$ cat src/rtl/core/dbt_pkg.sv
`timescale 1ns / 1ps
`default_nettype none
// ----------------------------------------------------------------------------
// dbt_pkg: shared types and codes for the device binding table
// Operation, status and mode codes plus the controller/datapath command bus.
// ----------------------------------------------------------------------------
package dbt_pkg;

    typedef enum logic [2:0] {
        OP_OBSERVE = 3'd0, OP_BIND = 3'd1, OP_UNBIND = 3'd2, OP_CONNECTED = 3'd3,
        OP_DISCONN = 3'd4, OP_FAILED = 3'd5, OP_SCAN = 3'd6, OP_QUERY = 3'd7
    } t_op;

    localparam logic [2:0] ST_OK        = 3'd0;
    localparam logic [2:0] ST_INVALID   = 3'd1;
    localparam logic [2:0] ST_NOT_FOUND = 3'd2;
    localparam logic [2:0] ST_LIMIT     = 3'd3;
    localparam logic [2:0] ST_FULL      = 3'd4;

    localparam logic [2:0] M_DISCOVERED   = 3'd0;
    localparam logic [2:0] M_CONNECTING   = 3'd1;
    localparam logic [2:0] M_BOUND        = 3'd2;
    localparam logic [2:0] M_RECONNECTING = 3'd3;
    localparam logic [2:0] M_ERROR        = 3'd4;

    localparam logic [1:0] CFG_BOUND_LIMIT = 2'd0;
    localparam logic [1:0] CFG_BASE        = 2'd1;
    localparam logic [1:0] CFG_CAP         = 2'd2;
    localparam logic [1:0] CFG_SHIFT       = 2'd3;

    localparam logic [47:0] TIME_MAX = 48'hFFFF_FFFF_FFFF;

    // controller -> datapath
    typedef struct packed {
        logic load;     // capture input beat, start scan at slot 0
        logic step;     // evaluate current slot, advance index
        logic apply;    // perform the operation's update
        logic emit_key; // due-scan key result consumed, mark slot connecting
    } t_cmd;

    // datapath -> controller
    typedef struct packed {
        logic scan_done;  // index reached used count
        logic due_hit;    // current slot is due (scan mode)
        logic cap_full;   // due count reached capacity
    } t_sts;

endpackage
`default_nettype wire

$ cat src/rtl/core/dbt_ctrl.sv
`timescale 1ns / 1ps
`default_nettype none
// ----------------------------------------------------------------------------
// dbt_ctrl: sequencer for the device binding table
// Walks the slots one per cycle, pausing in scan mode while each due key waits to
// be taken, then applies the update and issues the final result.
module dbt_ctrl (
    input  wire logic           i_clk,
    input  wire logic           i_rst_n,
    input  wire logic           i_in_valid,
    output logic                o_in_ready,
    input  wire logic           i_is_scan,
    input  wire dbt_pkg::t_sts  i_sts,
    output dbt_pkg::t_cmd       o_cmd,
    output logic                o_out_valid,
    output logic                o_out_last,
    input  wire logic           i_out_ready
);
    import dbt_pkg::*;

    typedef enum logic [2:0] {S_IDLE, S_WALK, S_APPLY, S_KEY, S_RESULT} t_state;

    t_state r_state, n_state;
    logic   r_out_valid, n_out_valid;
    logic   r_out_last, n_out_last;

    assign o_in_ready  = (r_state == S_IDLE);
    assign o_out_valid = r_out_valid;
    assign o_out_last  = r_out_last;

    // command decode
    always_comb begin
        o_cmd = '0;
        o_cmd.load     = (r_state == S_IDLE) && i_in_valid;
        o_cmd.step     = (r_state == S_WALK) && !i_sts.scan_done &&
                         !(i_is_scan && (i_sts.due_hit || i_sts.cap_full));
        o_cmd.apply    = (r_state == S_APPLY);
        o_cmd.emit_key = (r_state == S_KEY) && i_out_ready;
    end

    // next state
    always_comb begin
        n_state     = r_state;
        n_out_valid = r_out_valid;
        n_out_last  = r_out_last;
        unique case (r_state)
            S_IDLE: begin
                if (i_in_valid) n_state = S_WALK;
            end
            S_WALK: begin
                if (i_is_scan && i_sts.due_hit && !i_sts.cap_full) begin
                    n_state     = S_KEY;
                    n_out_valid = 1'b1;
                    n_out_last  = 1'b0;
                end else if (i_sts.scan_done || (i_is_scan && i_sts.cap_full)) begin
                    n_state = S_APPLY;
                end
            end
            S_APPLY: begin
                n_state     = S_RESULT;
                n_out_valid = 1'b1;
                n_out_last  = 1'b1;
            end
            S_KEY: begin
                if (i_out_ready) begin
                    n_state     = S_WALK;
                    n_out_valid = 1'b0;
                end
            end
            S_RESULT: begin
                if (i_out_ready) begin
                    n_state     = S_IDLE;
                    n_out_valid = 1'b0;
                end
            end
            default: n_state = S_IDLE;
        endcase
    end

    always_ff @(posedge i_clk) begin
        if (!i_rst_n) begin
            r_state     <= S_IDLE;
            r_out_valid <= 1'b0;
            r_out_last  <= 1'b0;
        end else begin
            r_state     <= n_state;
            r_out_valid <= n_out_valid;
            r_out_last  <= n_out_last;
        end
    end
endmodule
`default_nettype wire

$ cat src/rtl/core/dbt_datapath.sv
`timescale 1ns / 1ps
`default_nettype none
// ----------------------------------------------------------------------------
// dbt_datapath: slot storage, walk index and backoff arithmetic
// One slot is examined per walk cycle while no due key is held in scan mode:
// key match, eviction candidate, wanted count and due test.
// ----------------------------------------------------------------------------
module dbt_datapath #(
    parameter int TABLE_SLOTS = 16,
    parameter int KEY_BITS    = 64
) (
    input  wire logic            i_clk,
    input  wire logic            i_rst_n,
    input  wire logic            i_cfg_we,
    input  wire logic [1:0]      i_cfg_idx,
    input  wire logic [22:0]     i_cfg_data,
    input  wire logic [2:0]      i_op,
    input  wire logic [KEY_BITS-1:0] i_device_key,
    input  wire logic [47:0]     i_now_ms,
    input  wire logic [4:0]      i_capacity,
    input  wire dbt_pkg::t_cmd   i_cmd,
    output dbt_pkg::t_sts        o_sts,
    output logic                 o_is_scan,
    output logic [2:0]           o_status,
    output logic [2:0]           o_entry_state,
    output logic                 o_entry_wanted,
    output logic [KEY_BITS-1:0]  o_due_key,
    output logic [4:0]           o_due_count
);
    import dbt_pkg::*;

    localparam int IW = $clog2(TABLE_SLOTS);
    localparam int CW = $clog2(TABLE_SLOTS + 1);

    // configuration
    logic [4:0]  r_bound_limit;
    logic [15:0] r_base;
    logic [22:0] r_cap;
    logic [3:0]  r_max_shift;

    // table state
    logic [CW-1:0]       r_used;
    logic [63:0]         r_seq;
    logic [KEY_BITS-1:0] r_key     [TABLE_SLOTS];
    logic [63:0]         r_seen    [TABLE_SLOTS];
    logic                r_wanted  [TABLE_SLOTS];
    logic [2:0]          r_mode    [TABLE_SLOTS];
    logic [7:0]          r_att     [TABLE_SLOTS];
    logic [47:0]         r_retry   [TABLE_SLOTS];
    logic                r_pend    [TABLE_SLOTS];

    // captured beat and walk results
    logic [2:0]          r_op;
    logic [KEY_BITS-1:0] r_dkey;
    logic [47:0]         r_now;
    logic [CW-1:0]       r_capn;
    logic [CW-1:0]       r_idx;
    logic                r_hit;
    logic [IW-1:0]       r_hit_idx;
    logic                r_ev_ok;
    logic [IW-1:0]       r_ev_idx;
    logic [CW-1:0]       r_nwant;
    logic [CW-1:0]       r_count;

    logic [IW-1:0] cur;
    logic          key_zero;
    logic          due_now;
    logic [IW-1:0] sel;

    assign cur      = r_idx[IW-1:0];
    assign key_zero = (r_dkey == '0);
    assign due_now  = r_wanted[cur] && r_pend[cur] && (r_retry[cur] <= r_now);

    assign o_is_scan       = (r_op == OP_SCAN);
    assign o_sts.scan_done = (r_idx >= r_used);
    assign o_sts.due_hit   = !o_sts.scan_done && due_now;
    assign o_sts.cap_full  = (r_count >= r_capn);

    // backoff delay for the attempt count after increment
    logic [7:0]  att_inc;
    logic [7:0]  att_m1;
    logic [3:0]  shamt;
    logic [30:0] shifted;
    logic [22:0] delay;
    logic [48:0] tsum;
    logic [47:0] tnext;

    assign sel     = r_hit_idx;
    assign att_inc = (r_att[sel] == 8'hFF) ? 8'hFF : r_att[sel] + 8'd1;
    assign att_m1  = att_inc - 8'd1;
    assign shamt   = (att_m1 > {4'd0, r_max_shift}) ? r_max_shift : att_m1[3:0];
    assign shifted = {15'd0, r_base} << shamt;
    assign delay   = (shifted > {8'd0, r_cap}) ? r_cap : shifted[22:0];
    assign tsum    = {1'b0, r_now} + {26'd0, delay};
    assign tnext   = tsum[48] ? TIME_MAX : tsum[47:0];

    // configuration writes
    always_ff @(posedge i_clk) begin
        if (!i_rst_n) begin
            r_bound_limit <= 5'd4;
            r_base        <= 16'd500;
            r_cap         <= 23'd30000;
            r_max_shift   <= 4'd6;
        end else if (i_cfg_we) begin
            unique case (i_cfg_idx)
                CFG_BOUND_LIMIT: r_bound_limit <= i_cfg_data[4:0];
                CFG_BASE:        r_base        <= i_cfg_data[15:0];
                CFG_CAP:         r_cap         <= i_cfg_data;
                CFG_SHIFT:       r_max_shift   <= i_cfg_data[3:0];
                default: ;
            endcase
        end
    end

    // control state: counters, walk, outputs
    always_ff @(posedge i_clk) begin
        if (!i_rst_n) begin
            r_used <= '0;
            r_seq  <= '0;
            r_op   <= OP_QUERY;
            r_idx  <= '0;
            r_count <= '0;
        end else if (i_cmd.load) begin
            r_op    <= i_op;
            r_dkey  <= i_device_key;
            r_now   <= i_now_ms;
            r_capn  <= (i_capacity > 5'(TABLE_SLOTS)) ? CW'(TABLE_SLOTS)
                                                       : CW'(i_capacity);
            r_idx   <= '0;
            r_hit   <= 1'b0;
            r_ev_ok <= 1'b0;
            r_nwant <= '0;
            r_count <= '0;
        end else if (i_cmd.step) begin
            r_idx <= r_idx + 1'b1;
            if (!key_zero && !r_hit && r_key[cur] == r_dkey) begin
                r_hit     <= 1'b1;
                r_hit_idx <= cur;
            end
            if (!r_wanted[cur] &&
                (!r_ev_ok || r_seen[cur] < r_seen[r_ev_idx])) begin
                r_ev_ok  <= 1'b1;
                r_ev_idx <= cur;
            end
            if (r_wanted[cur]) r_nwant <= r_nwant + 1'b1;
        end else if (i_cmd.emit_key) begin
            r_idx   <= r_idx + 1'b1;
            r_count <= r_count + 1'b1;
        end else if (i_cmd.apply) begin
            o_status       <= ST_OK;
            o_entry_state  <= M_DISCOVERED;
            o_entry_wanted <= 1'b0;
            o_due_key      <= '0;
            o_due_count    <= 5'(r_count);
            if (r_op == OP_OBSERVE) begin
                if (key_zero) begin
                    o_status <= ST_INVALID;
                end else begin
                    r_seq <= r_seq + 64'd1;
                    o_entry_state  <= r_hit ? r_mode[r_hit_idx] : M_DISCOVERED;
                    o_entry_wanted <= r_hit ? r_wanted[r_hit_idx] : 1'b0;
                    if (!r_hit && r_used < CW'(TABLE_SLOTS)) r_used <= r_used + 1'b1;
                    if (!r_hit && r_used >= CW'(TABLE_SLOTS) && !r_ev_ok) begin
                        o_status <= ST_FULL;
                        r_seq    <= r_seq;
                    end
                end
            end else if (r_op != OP_SCAN) begin
                if (!r_hit) begin
                    o_status <= ST_NOT_FOUND;
                end else begin
                    o_entry_state  <= r_mode[sel];
                    o_entry_wanted <= r_wanted[sel];
                    unique case (r_op)
                        OP_BIND: begin
                            if (!r_wanted[sel] && {{(8-CW){1'b0}}, r_nwant} >=
                                {3'd0, r_bound_limit}) begin
                                o_status <= ST_LIMIT;
                            end else if (!(r_wanted[sel] && (r_mode[sel] == M_CONNECTING
                                       || r_mode[sel] == M_BOUND))) begin
                                o_entry_state  <= M_CONNECTING;
                                o_entry_wanted <= 1'b1;
                            end
                        end
                        OP_UNBIND: begin
                            o_entry_state  <= M_DISCOVERED;
                            o_entry_wanted <= 1'b0;
                        end
                        OP_CONNECTED: begin
                            if (!r_wanted[sel]) o_status <= ST_INVALID;
                            else o_entry_state <= M_BOUND;
                        end
                        OP_DISCONN, OP_FAILED: begin
                            if (!r_wanted[sel]) o_entry_state <= M_DISCOVERED;
                            else o_entry_state <= (r_op == OP_DISCONN) ? M_RECONNECTING
                                                                         : M_ERROR;
                        end
                        default: ;
                    endcase
                end
            end
        end else if (o_is_scan && o_sts.due_hit && !o_sts.cap_full) begin
            // present the due key while the controller raises valid
            o_status       <= ST_OK;
            o_entry_state  <= M_CONNECTING;
            o_entry_wanted <= 1'b1;
            o_due_key      <= r_key[cur];
            o_due_count    <= '0;
        end
    end

    // slot array updates
    logic [IW-1:0] new_slot;
    assign new_slot = (r_used < CW'(TABLE_SLOTS)) ? r_used[IW-1:0] : r_ev_idx;

    always_ff @(posedge i_clk) begin
        if (i_cmd.emit_key) begin
            r_mode[cur]  <= M_CONNECTING;
            r_pend[cur]  <= 1'b0;
            r_retry[cur] <= '0;
        end else if (i_cmd.apply && r_op == OP_OBSERVE && !key_zero) begin
            if (r_hit) begin
                r_seen[r_hit_idx] <= r_seq + 64'd1;
            end else if (r_used < CW'(TABLE_SLOTS) || r_ev_ok) begin
                r_key[new_slot]    <= r_dkey;
                r_wanted[new_slot] <= 1'b0;
                r_mode[new_slot]   <= M_DISCOVERED;
                r_att[new_slot]    <= '0;
                r_retry[new_slot]  <= '0;
                r_pend[new_slot]   <= 1'b0;
                r_seen[new_slot]   <= r_seq + 64'd1;
            end
        end else if (i_cmd.apply && r_hit && r_op != OP_SCAN) begin
            unique case (r_op)
                OP_BIND: begin
                    if (!(!r_wanted[sel] && {{(8-CW){1'b0}}, r_nwant} >=
                          {3'd0, r_bound_limit}) &&
                        !(r_wanted[sel] && (r_mode[sel] == M_CONNECTING ||
                                            r_mode[sel] == M_BOUND))) begin
                        r_wanted[sel] <= 1'b1;
                        r_mode[sel]   <= M_CONNECTING;
                        r_retry[sel]  <= '0;
                        r_pend[sel]   <= 1'b0;
                    end
                end
                OP_UNBIND: begin
                    r_wanted[sel] <= 1'b0;
                    r_mode[sel]   <= M_DISCOVERED;
                    r_att[sel]    <= '0;
                    r_retry[sel]  <= '0;
                    r_pend[sel]   <= 1'b0;
                end
                OP_CONNECTED: begin
                    if (r_wanted[sel]) begin
                        r_mode[sel]  <= M_BOUND;
                        r_att[sel]   <= '0;
                        r_retry[sel] <= '0;
                        r_pend[sel]  <= 1'b0;
                    end
                end
                OP_DISCONN, OP_FAILED: begin
                    if (!r_wanted[sel]) begin
                        r_mode[sel] <= M_DISCOVERED;
                    end else begin
                        r_att[sel]   <= att_inc;
                        r_mode[sel]  <= (r_op == OP_DISCONN) ? M_RECONNECTING : M_ERROR;
                        r_retry[sel] <= tnext;
                        r_pend[sel]  <= 1'b1;
                    end
                end
                default: ;
            endcase
        end
    end
endmodule
`default_nettype wire

$ cat src/rtl/core/device_binding_table_backoff_core.sv
`timescale 1ns / 1ps
`default_nettype none
// ----------------------------------------------------------------------------
// device_binding_table_backoff_core: device table with reconnect backoff
//
//  channel | direction | handshake        | beat
//  in      | input     | i_in_valid/ready | op, key, time, capacity
//  out     | output    | o_out_valid/ready| status, state, wanted, key, count
//  cfg     | input     | i_cfg_we         | index, data (no wait)
//
// An item walks the slot array, one slot a cycle unless a due key waits to be
// taken, then applies its update and returns the result beat.
// Reset is synchronous and active low; it empties the table.
// One item is in flight at a time; input is taken only when idle.
// ----------------------------------------------------------------------------
module device_binding_table_backoff_core #(
    parameter int TABLE_SLOTS = 16,
    parameter int KEY_BITS    = 64
) (
    input  wire logic                i_clk,
    input  wire logic                i_rst_n,
    input  wire logic                i_cfg_we,
    input  wire logic [1:0]          i_cfg_idx,
    input  wire logic [22:0]         i_cfg_data,
    input  wire logic                i_in_valid,
    output logic                     o_in_ready,
    input  wire logic [2:0]          i_op,
    input  wire logic [KEY_BITS-1:0] i_device_key,
    input  wire logic [47:0]         i_now_ms,
    input  wire logic [4:0]          i_capacity,
    output logic                     o_out_valid,
    input  wire logic                i_out_ready,
    output logic [2:0]               o_status,
    output logic [2:0]               o_entry_state,
    output logic                     o_entry_wanted,
    output logic [KEY_BITS-1:0]      o_due_key,
    output logic [4:0]               o_due_count,
    output logic                     o_last
);
    import dbt_pkg::*;

    t_cmd cmd;
    t_sts sts;
    logic is_scan;

    dbt_ctrl u_ctrl (
        .i_clk, .i_rst_n, .i_in_valid, .o_in_ready,
        .i_is_scan(is_scan), .i_sts(sts), .o_cmd(cmd),
        .o_out_valid, .o_out_last(o_last), .i_out_ready
    );

    dbt_datapath #(.TABLE_SLOTS(TABLE_SLOTS), .KEY_BITS(KEY_BITS)) u_dp (
        .i_clk, .i_rst_n, .i_cfg_we, .i_cfg_idx, .i_cfg_data,
        .i_op, .i_device_key, .i_now_ms, .i_capacity,
        .i_cmd(cmd), .o_sts(sts), .o_is_scan(is_scan),
        .o_status, .o_entry_state, .o_entry_wanted, .o_due_key, .o_due_count
    );
endmodule
`default_nettype wire

$ cat config.mk
export PLATFORM = sky130hd
export DESIGN_NAME = device_binding_table_backoff_core
export DESIGN_NICKNAME = d
export VERILOG_FILES = /design/src/rtl/core/dbt_pkg.sv /design/src/rtl/core/dbt_ctrl.sv /design/src/rtl/core/dbt_datapath.sv /design/src/rtl/core/device_binding_table_backoff_core.sv
export SDC_FILE = /design/constraint.sdc
export NUM_CORES = 2
export LEC_CHECK = 0
export ABC_CLOCK_PERIOD_IN_PS = 28600
export BUFFER_PORTS_ARGS = -buffer_cell sky130_fd_sc_hd__buf_4
export CORE_MARGIN = 2
export CORE_UTILIZATION = 34
export CTS_BUF_LIST = sky130_fd_sc_hd__clkbuf_8
export DETAILED_ROUTE_END_ITERATION = 8
export PLACE_DENSITY = 0.5
export SYNTH_ARGS = -nofsm -noshare
export SYNTH_HDL_FRONTEND = slang
export SYNTH_HIERARCHICAL = 1
export SYNTH_SLANG_ARGS = --single-unit
$ cat constraint.sdc
create_clock -name i_clk -period 28.6 [get_ports i_clk]
set_input_delay 2.86 -clock i_clk [delete_from_list [all_inputs] [get_ports i_clk]]
set_output_delay 2.86 -clock i_clk [all_outputs]
set_load 0.02 [all_outputs]
### Yosys cells after proc, flatten, opt, wreduce, memory -nomap -nowiden

Memories as Yosys holds them, arrays and structs flattened. A register that Yosys moved wholly into a read port is not among the register bits.
Cells that the tools add are included.
W data, S select, Z words.

* bits in registers: 343
* bits in writable memories: 3024
* output and inout port bits: 79
* memories: 7

* add/sub/neg operators: 8
* order comparisons: 10
* equal/unequal tests: 24
* shifts and indexed selects: 1
* mux-type cells: 152
* bitwise gates (word level): 19
* reductions and logical operators: 80

Memories
* u_dp.r_key: depth 16, bits a word 64, read ports 1, clocked after Yosys merged registers in 1, write ports 1, line dbt_datapath.sv:44 `logic [KEY_BITS-1:0] r_key [TABLE_SLOTS];`
* u_dp.r_seen: depth 16, bits a word 64, read ports 2, clocked after Yosys merged registers in 2, write ports 1, line dbt_datapath.sv:45 `logic [63:0] r_seen [TABLE_SLOTS];`
* u_dp.r_retry: depth 16, bits a word 48, read ports 1, clocked after Yosys merged registers in 1, write ports 1, line dbt_datapath.sv:49 `logic [47:0] r_retry [TABLE_SLOTS];`
* u_dp.r_att: depth 16, bits a word 8, read ports 1, clocked after Yosys merged registers in 1, write ports 1, line dbt_datapath.sv:48 `logic [7:0] r_att [TABLE_SLOTS];`
* u_dp.r_mode: depth 16, bits a word 3, read ports 1, clocked after Yosys merged registers in 1, write ports 1, line dbt_datapath.sv:47 `logic [2:0] r_mode [TABLE_SLOTS];`
* u_dp.r_pend: depth 16, bits a word 1, read ports 1, clocked after Yosys merged registers in 1, write ports 1, line dbt_datapath.sv:50 `logic r_pend [TABLE_SLOTS];`
* 1 more memories

Operators by type and width (count)
* $mux W48: 6
* $mux W64: 2
* $mux W4: 25
* $reduce_or A48 Y1: 2
* $mux W3: 30
* $mux W1: 71
* $add A64 B1 Y64 const B: 1
* $eq A64 B64 Y1: 1
* $logic_not A64 Y1: 1
* $lt A64 B64 Y1: 1
* $reduce_or A64 Y1: 1
* $add A48 B23 Y49: 1
* $le A48 B48 Y1: 1
* $mux W8: 4
* $gt A31 B23 Y1: 1
* $shl A16 B4 Y31: 1
* $mux W5: 6
* $logic_and A1 B1 Y1: 24
* $mux W23: 1
* $add A5 B1 Y5 const B: 4
* $eq A3 B2 Y1 const B: 5
* $ge A5 B5 Y1: 3
* $pmux W3 S5: 1
* $reduce_and A2 Y1: 7
* other kinds (35): 94

### Depth between registers and ports, before layout

* word-level depth: 17
* depth in mapped cells: 64
* mapped depth without buffers: 56

### By module

Netlist, hierarchy kept.

By module, submodules not included
* dbt_datapath: instances 1, cells an instance 7265, area each 144229.6 um^2
* dbt_ctrl: instances 1, cells an instance 38, area each 297.8 um^2

### Worst setup path before layout

OpenSTA, ideal clock, no wires.

* path type: register to register
* from: register with a tool-made name
* to: register u_dp.o_due_count[0] (enable)
* data arrival time: 12043 ps
* required time: 27997 ps
* slack: 15954 ps
* cell stages (with the launch flop): 30
* path buffers: 8
* period minus slack after synthesis: 12646 ps
* cells stage by stage: dfxtp_1 > clkbuf_1 > buf_2 > buf_2 > clkbuf_1 > clkbuf_1 > clkbuf_1 > buf_1 > mux4_2 > mux4_2 > ha_1 > nor2b_1 > o21a_1 > o21a_1 > o21a_1 > o21a_1 > o21a_1 > o21a_1 > o21ai_0 > a21oi_1 > o31ai_1 > a21oi_1 > o21ai_0 > and2_1 > o21ai_0 > nand2b_1 > nor2_1 > or2_2 > clkbuf_1 > nor3_1

RTL lines
* end signal, assigned: line dbt_datapath.sv:154 `o_due_count <= 5'(r_count);`
* end, declared: line dbt_datapath.sv:28 `output logic [4:0] o_due_count`

==> impl_metrics.json <==
{
  "globalRouteOverflowTotal": 0,
  "syn_area_per_cell_um2": 19.8,
  "grt_pass1_wl_mm": 598,
  "ys_async_sr_fraction_pct": 0,
  "cts_buffer_depth": 4,
  "finalCriticalPeriod_ns": 15.67,
  "total_power_mw": 9.72,
  "rsz0062_at_grt": "false",
  "clkLatencyLatePin_ns": 1.22,
  "synth_cells": 7303,
  "yosysTopAreaCell": "edfxtp_1",
  "dieArea_mm2": 0.430,
  "r2r_cells": 53,
  "start_util_pct": 34.1,
  "cts_tree": "built",
  "critPathKind": "reg -> reg",
  "ir_drop_uv": 40.7,
  "synth-seq-cells": 3379,
  "synth.top_cell.area_share_pct": 67.2,
  "synth_edf_count": 3232,
  "p_leak_nw": 51.6,
  "pwr_density_cell_mw_per_mm2": 59.0,
  "fmax_mhz": 63.8,
  "die_h_um": 656,
  "yosys_warnings": 6,
  "yosys.cell_types.count": 100,
  "arrival_ns": 16.40,
  "htree_num_levels": 6,
  "rows": 239,
  "min_path_cells": 2,
  "hp-class": "reg -> reg",
  "root_buffer": "clkbuf_8",
  "grt_max_degree": 114,
  "synth_area_leaders": "edfxtp_1 (67%), mux4_2 (19%), dfxtp_1 (2.0%)",
  "drt.antenna.violating_nets": 0,
  "fp.dieW_um": 656,
  "crit_fanout": 38,
  "ys_seq_area_share_pct": 69.2,
  "holdBufCountCts": 0,
  "pre_cts_ws_ns": 13.21,
  "numCtsBuffers": 586,
  "dp_hpwl_mm": 244,
  "areaGrowthSynthToFinish_pct": 13.9,
  "mostFrequentLayoutCell": "edfxtp_1",
  "switching_power_mw": 2.15,
  "fin_crit_sh_pct": 54.8,
  "post-route-drc-count": 0,
  "fin_nets": 8294,
  "synth-main-ff-cell": "edfxtp_1",
  "timing.reg2reg.setup_slack_ns": 12.93,
  "drt_first_iter_violations": 7231,
  "final_cell_mix": "edfxtp_1 (3232), mux4_2 (1235), clkbuf_8 (623)",
  "internal_power_mw": 7.57,
  "min-delay-start": "u_dp/r_cap[3]$_SDFFE_PN0P_",
  "viasPerCell": 5.45,
  "switching_share_pct": 22.2,
  "critPathSlowestCell": "a31oi_1",
  "dr.pass1.iters": 6,
  "drive_gt1_share_pct": 30.5,
  "critPathRequiredTime_ns": 29.33,
  "portBuffers": 228,
  "outcome": "finished clean",
  "setup_viol": 0,
  "cap_violations": 0,
  "io_pins": 229,
  "final_util_pct": 38.9,
  "cts_resized": 0,
  "critPathLaunchType": "flip-flop",
  "clock_sinks": 3379,
  "grt_usage_pct": 19.2,
  "setup_tns_ns": 0,
  "comb_power_share_pct": 2.1,
  "path_common_cell": "o21ai_0",
  "syn_nets": 7636,
  "core-area_mm2": 0.423,
  "seqPwrFrac_pct": 55.7,
  "clkTransAtPathRegs_ns": 0.06,
  "grt_pass1_vias": 80446,
  "cts_setup_buffers": 0,
  "finClkSkew_ns": 0.122,
  "cp-end-kind": "flip-flop",
  "vias": 76605,
  "clkPwrFrac_pct": 42.1,
  "worst_path_largest_cell_delay_ns": 0.89,
  "antenna_found_initial": 13,
  "min_to": "u_dp/r_cap[3]$_SDFFE_PN0P_",
  "gp_congestion": 0.836,
  "worst_pin_slew_ns": 1.39,
  "finalHoldViolCount": 0,
  "r2r-end": "u_dp/r_retry[8][28]$_DFFE_PP_",
  "slew_headroom_pct": 6.16,
  "wl_mm": 421,
  "wire_per_inst_um": 30.0,
  "syn_area_mm2": 0.145,
  "slew_viol_final": 0,
  "fin_ws_ns": 12.93
}
-- cell families (layout without fill, tap and decap cells) --
logic type,count (synthesis),in the layout,share of synthesized area (%)
muxes,1349,1349,20.2
other,0,6,0
and+or+nand+nor,1062,1062,3.70
DFF,3379,3379,69.2
xor gates and xnor gates,222,222,1.35
buffers and inverters,579,1668,1.58
adders and majority gates,183,183,1.59
AOI/OAI and AO/OA,529,529,2.44
-- routing by layer --
metal | share of wire [%] | up-vias | wire (µm) | global-route usage (%)
met5 | 0 | - | 0 | 0
met4 | 2.6 | 0 | 11100 | 5.36
met3 | 5.1 | 631 | 21500 | 2.62
met2 | 49 | 2497 | 206000 | 31.7
met1 | 43 | 41802 | 183000 | 26.5
li1 | - | 31675 | - | -
-- worst max-delay path: cells and delay by family, from the launching register on --
family	cells	cell delay (ns)
AO/OA/AOI/OAI	27	6.33
XOR/XNOR	1	0.41
adder cells (fa/ha/maj)	4	1.26
buffers and inverters	4	1.74
flip-flops	1	0.53
multiplexers	5	1.67
AND/OR/NAND/NOR	12	3.21
-- cells in the mapped netlist (7+ instances only) --
master / number
mux2_4: 10
xor2_1: 94
o211ai_1: 16
nor3_1: 48
and3_1: 33
nand3_1: 92
buf_2: 13
o22ai_1: 7
nand2_1: 242
or3_1: 20
mux2_2: 29
a211o_1: 7
nor2_1: 239
a21o_1: 42
a21boi_0: 54
a31oi_1: 23
a21oi_1: 147
nand4_1: 65
clkbuf_1: 257
buf_1: 101
dfxtp_1: 147
a211oi_1: 20
or2_2: 12
nor2b_1: 120
and4_1: 12
nor4_1: 38
mux2i_1: 66
o21ai_1: 7
ha_1: 182
o21a_1: 16
nand2b_1: 45
o21ai_0: 101
mux4_2: 1235
edfxtp_1: 3232
inv_1: 196
and2_1: 73
xnor2_1: 128
-- sequential cells by signal (all words and copies together) (netlist names), 5 cells and up, named ones only --
register            cells
u_dp/r_wanted          16
u_dp/r_count            5
u_dp/r_dkey            64
u_dp/r_seq             64
u_dp/r_seen          1024
u_dp/r_now             48
u_dp/r_bound_limit      5
u_dp/o_due_count        5
u_dp/r_pend            16
u_dp/r_capn             5
u_dp/r_cap             23
u_dp/r_nwant            5
u_dp/r_retry          768
u_dp/r_used             5
u_dp/r_key           1024
u_dp/r_mode            48
u_dp/r_idx              5
u_dp/o_due_key         64
u_dp/r_base            16
u_dp/r_att            128
-- power by group through the flow --
stage | clock (mW) | sequential, mW | combinational [mW]
2_1_floorplan | 0 | 5.50 | 0.122
3_3_place_gp | 0 | 5.52 | 0.209
6_report | 4.09 | 5.42 | 0.207
3_5_place_dp | 0 | 5.52 | 0.208
4_1_cts | 4.22 | 5.42 | 0.209
5_1_grt | 4.42 | 5.42 | 0.223
-- per-stage QoR --
stage               instance area, µm²  instances  hold slack (ns)
detailed placement              154000      13035            0.469
finish                          165000      14061            0.477
floorplan                       145000       7303            0.443
CTS                             165000      14054            0.477
global placement                154000      13035            0.457
global route                    165000      14060            0.511
-- final cells by class --
cell class | count | area [µm²]
inverter | 197 | 744
sequential | 3379 | 100000
timing repair buffer | 452 | 3440
antenna | 6 | 15.0
clock buffer | 623 | 8570
clock inverter | 396 | 2030
tap | 5663 | 7090
multi-input combinational | 3345 | 42700
fill | 38499 | 259000
-- how the worst max path moves through the flow --
| stage | depth (start not counted) | from | endpoint |
|---|---|---|---|
| global placement | 56 | flip-flop | u_dp/r_retry[13][45]$_DFFE_PP_ |
| global route | 52 | flip-flop | u_dp/r_retry[4][8]$_DFFE_PP_ |
| floorplan | 29 | flip-flop | u_dp/o_due_count[0]$_SDFFCE_PN0P_ |
| finish | 53 | flip-flop | u_dp/r_retry[8][28]$_DFFE_PP_ |
| detailed placement | 51 | flip-flop | u_dp/r_retry[10][37]$_DFFE_PP_ |
| CTS | 51 | flip-flop | u_dp/r_retry[7][37]$_DFFE_PP_ |
Power figures use the tool's default switching activity.
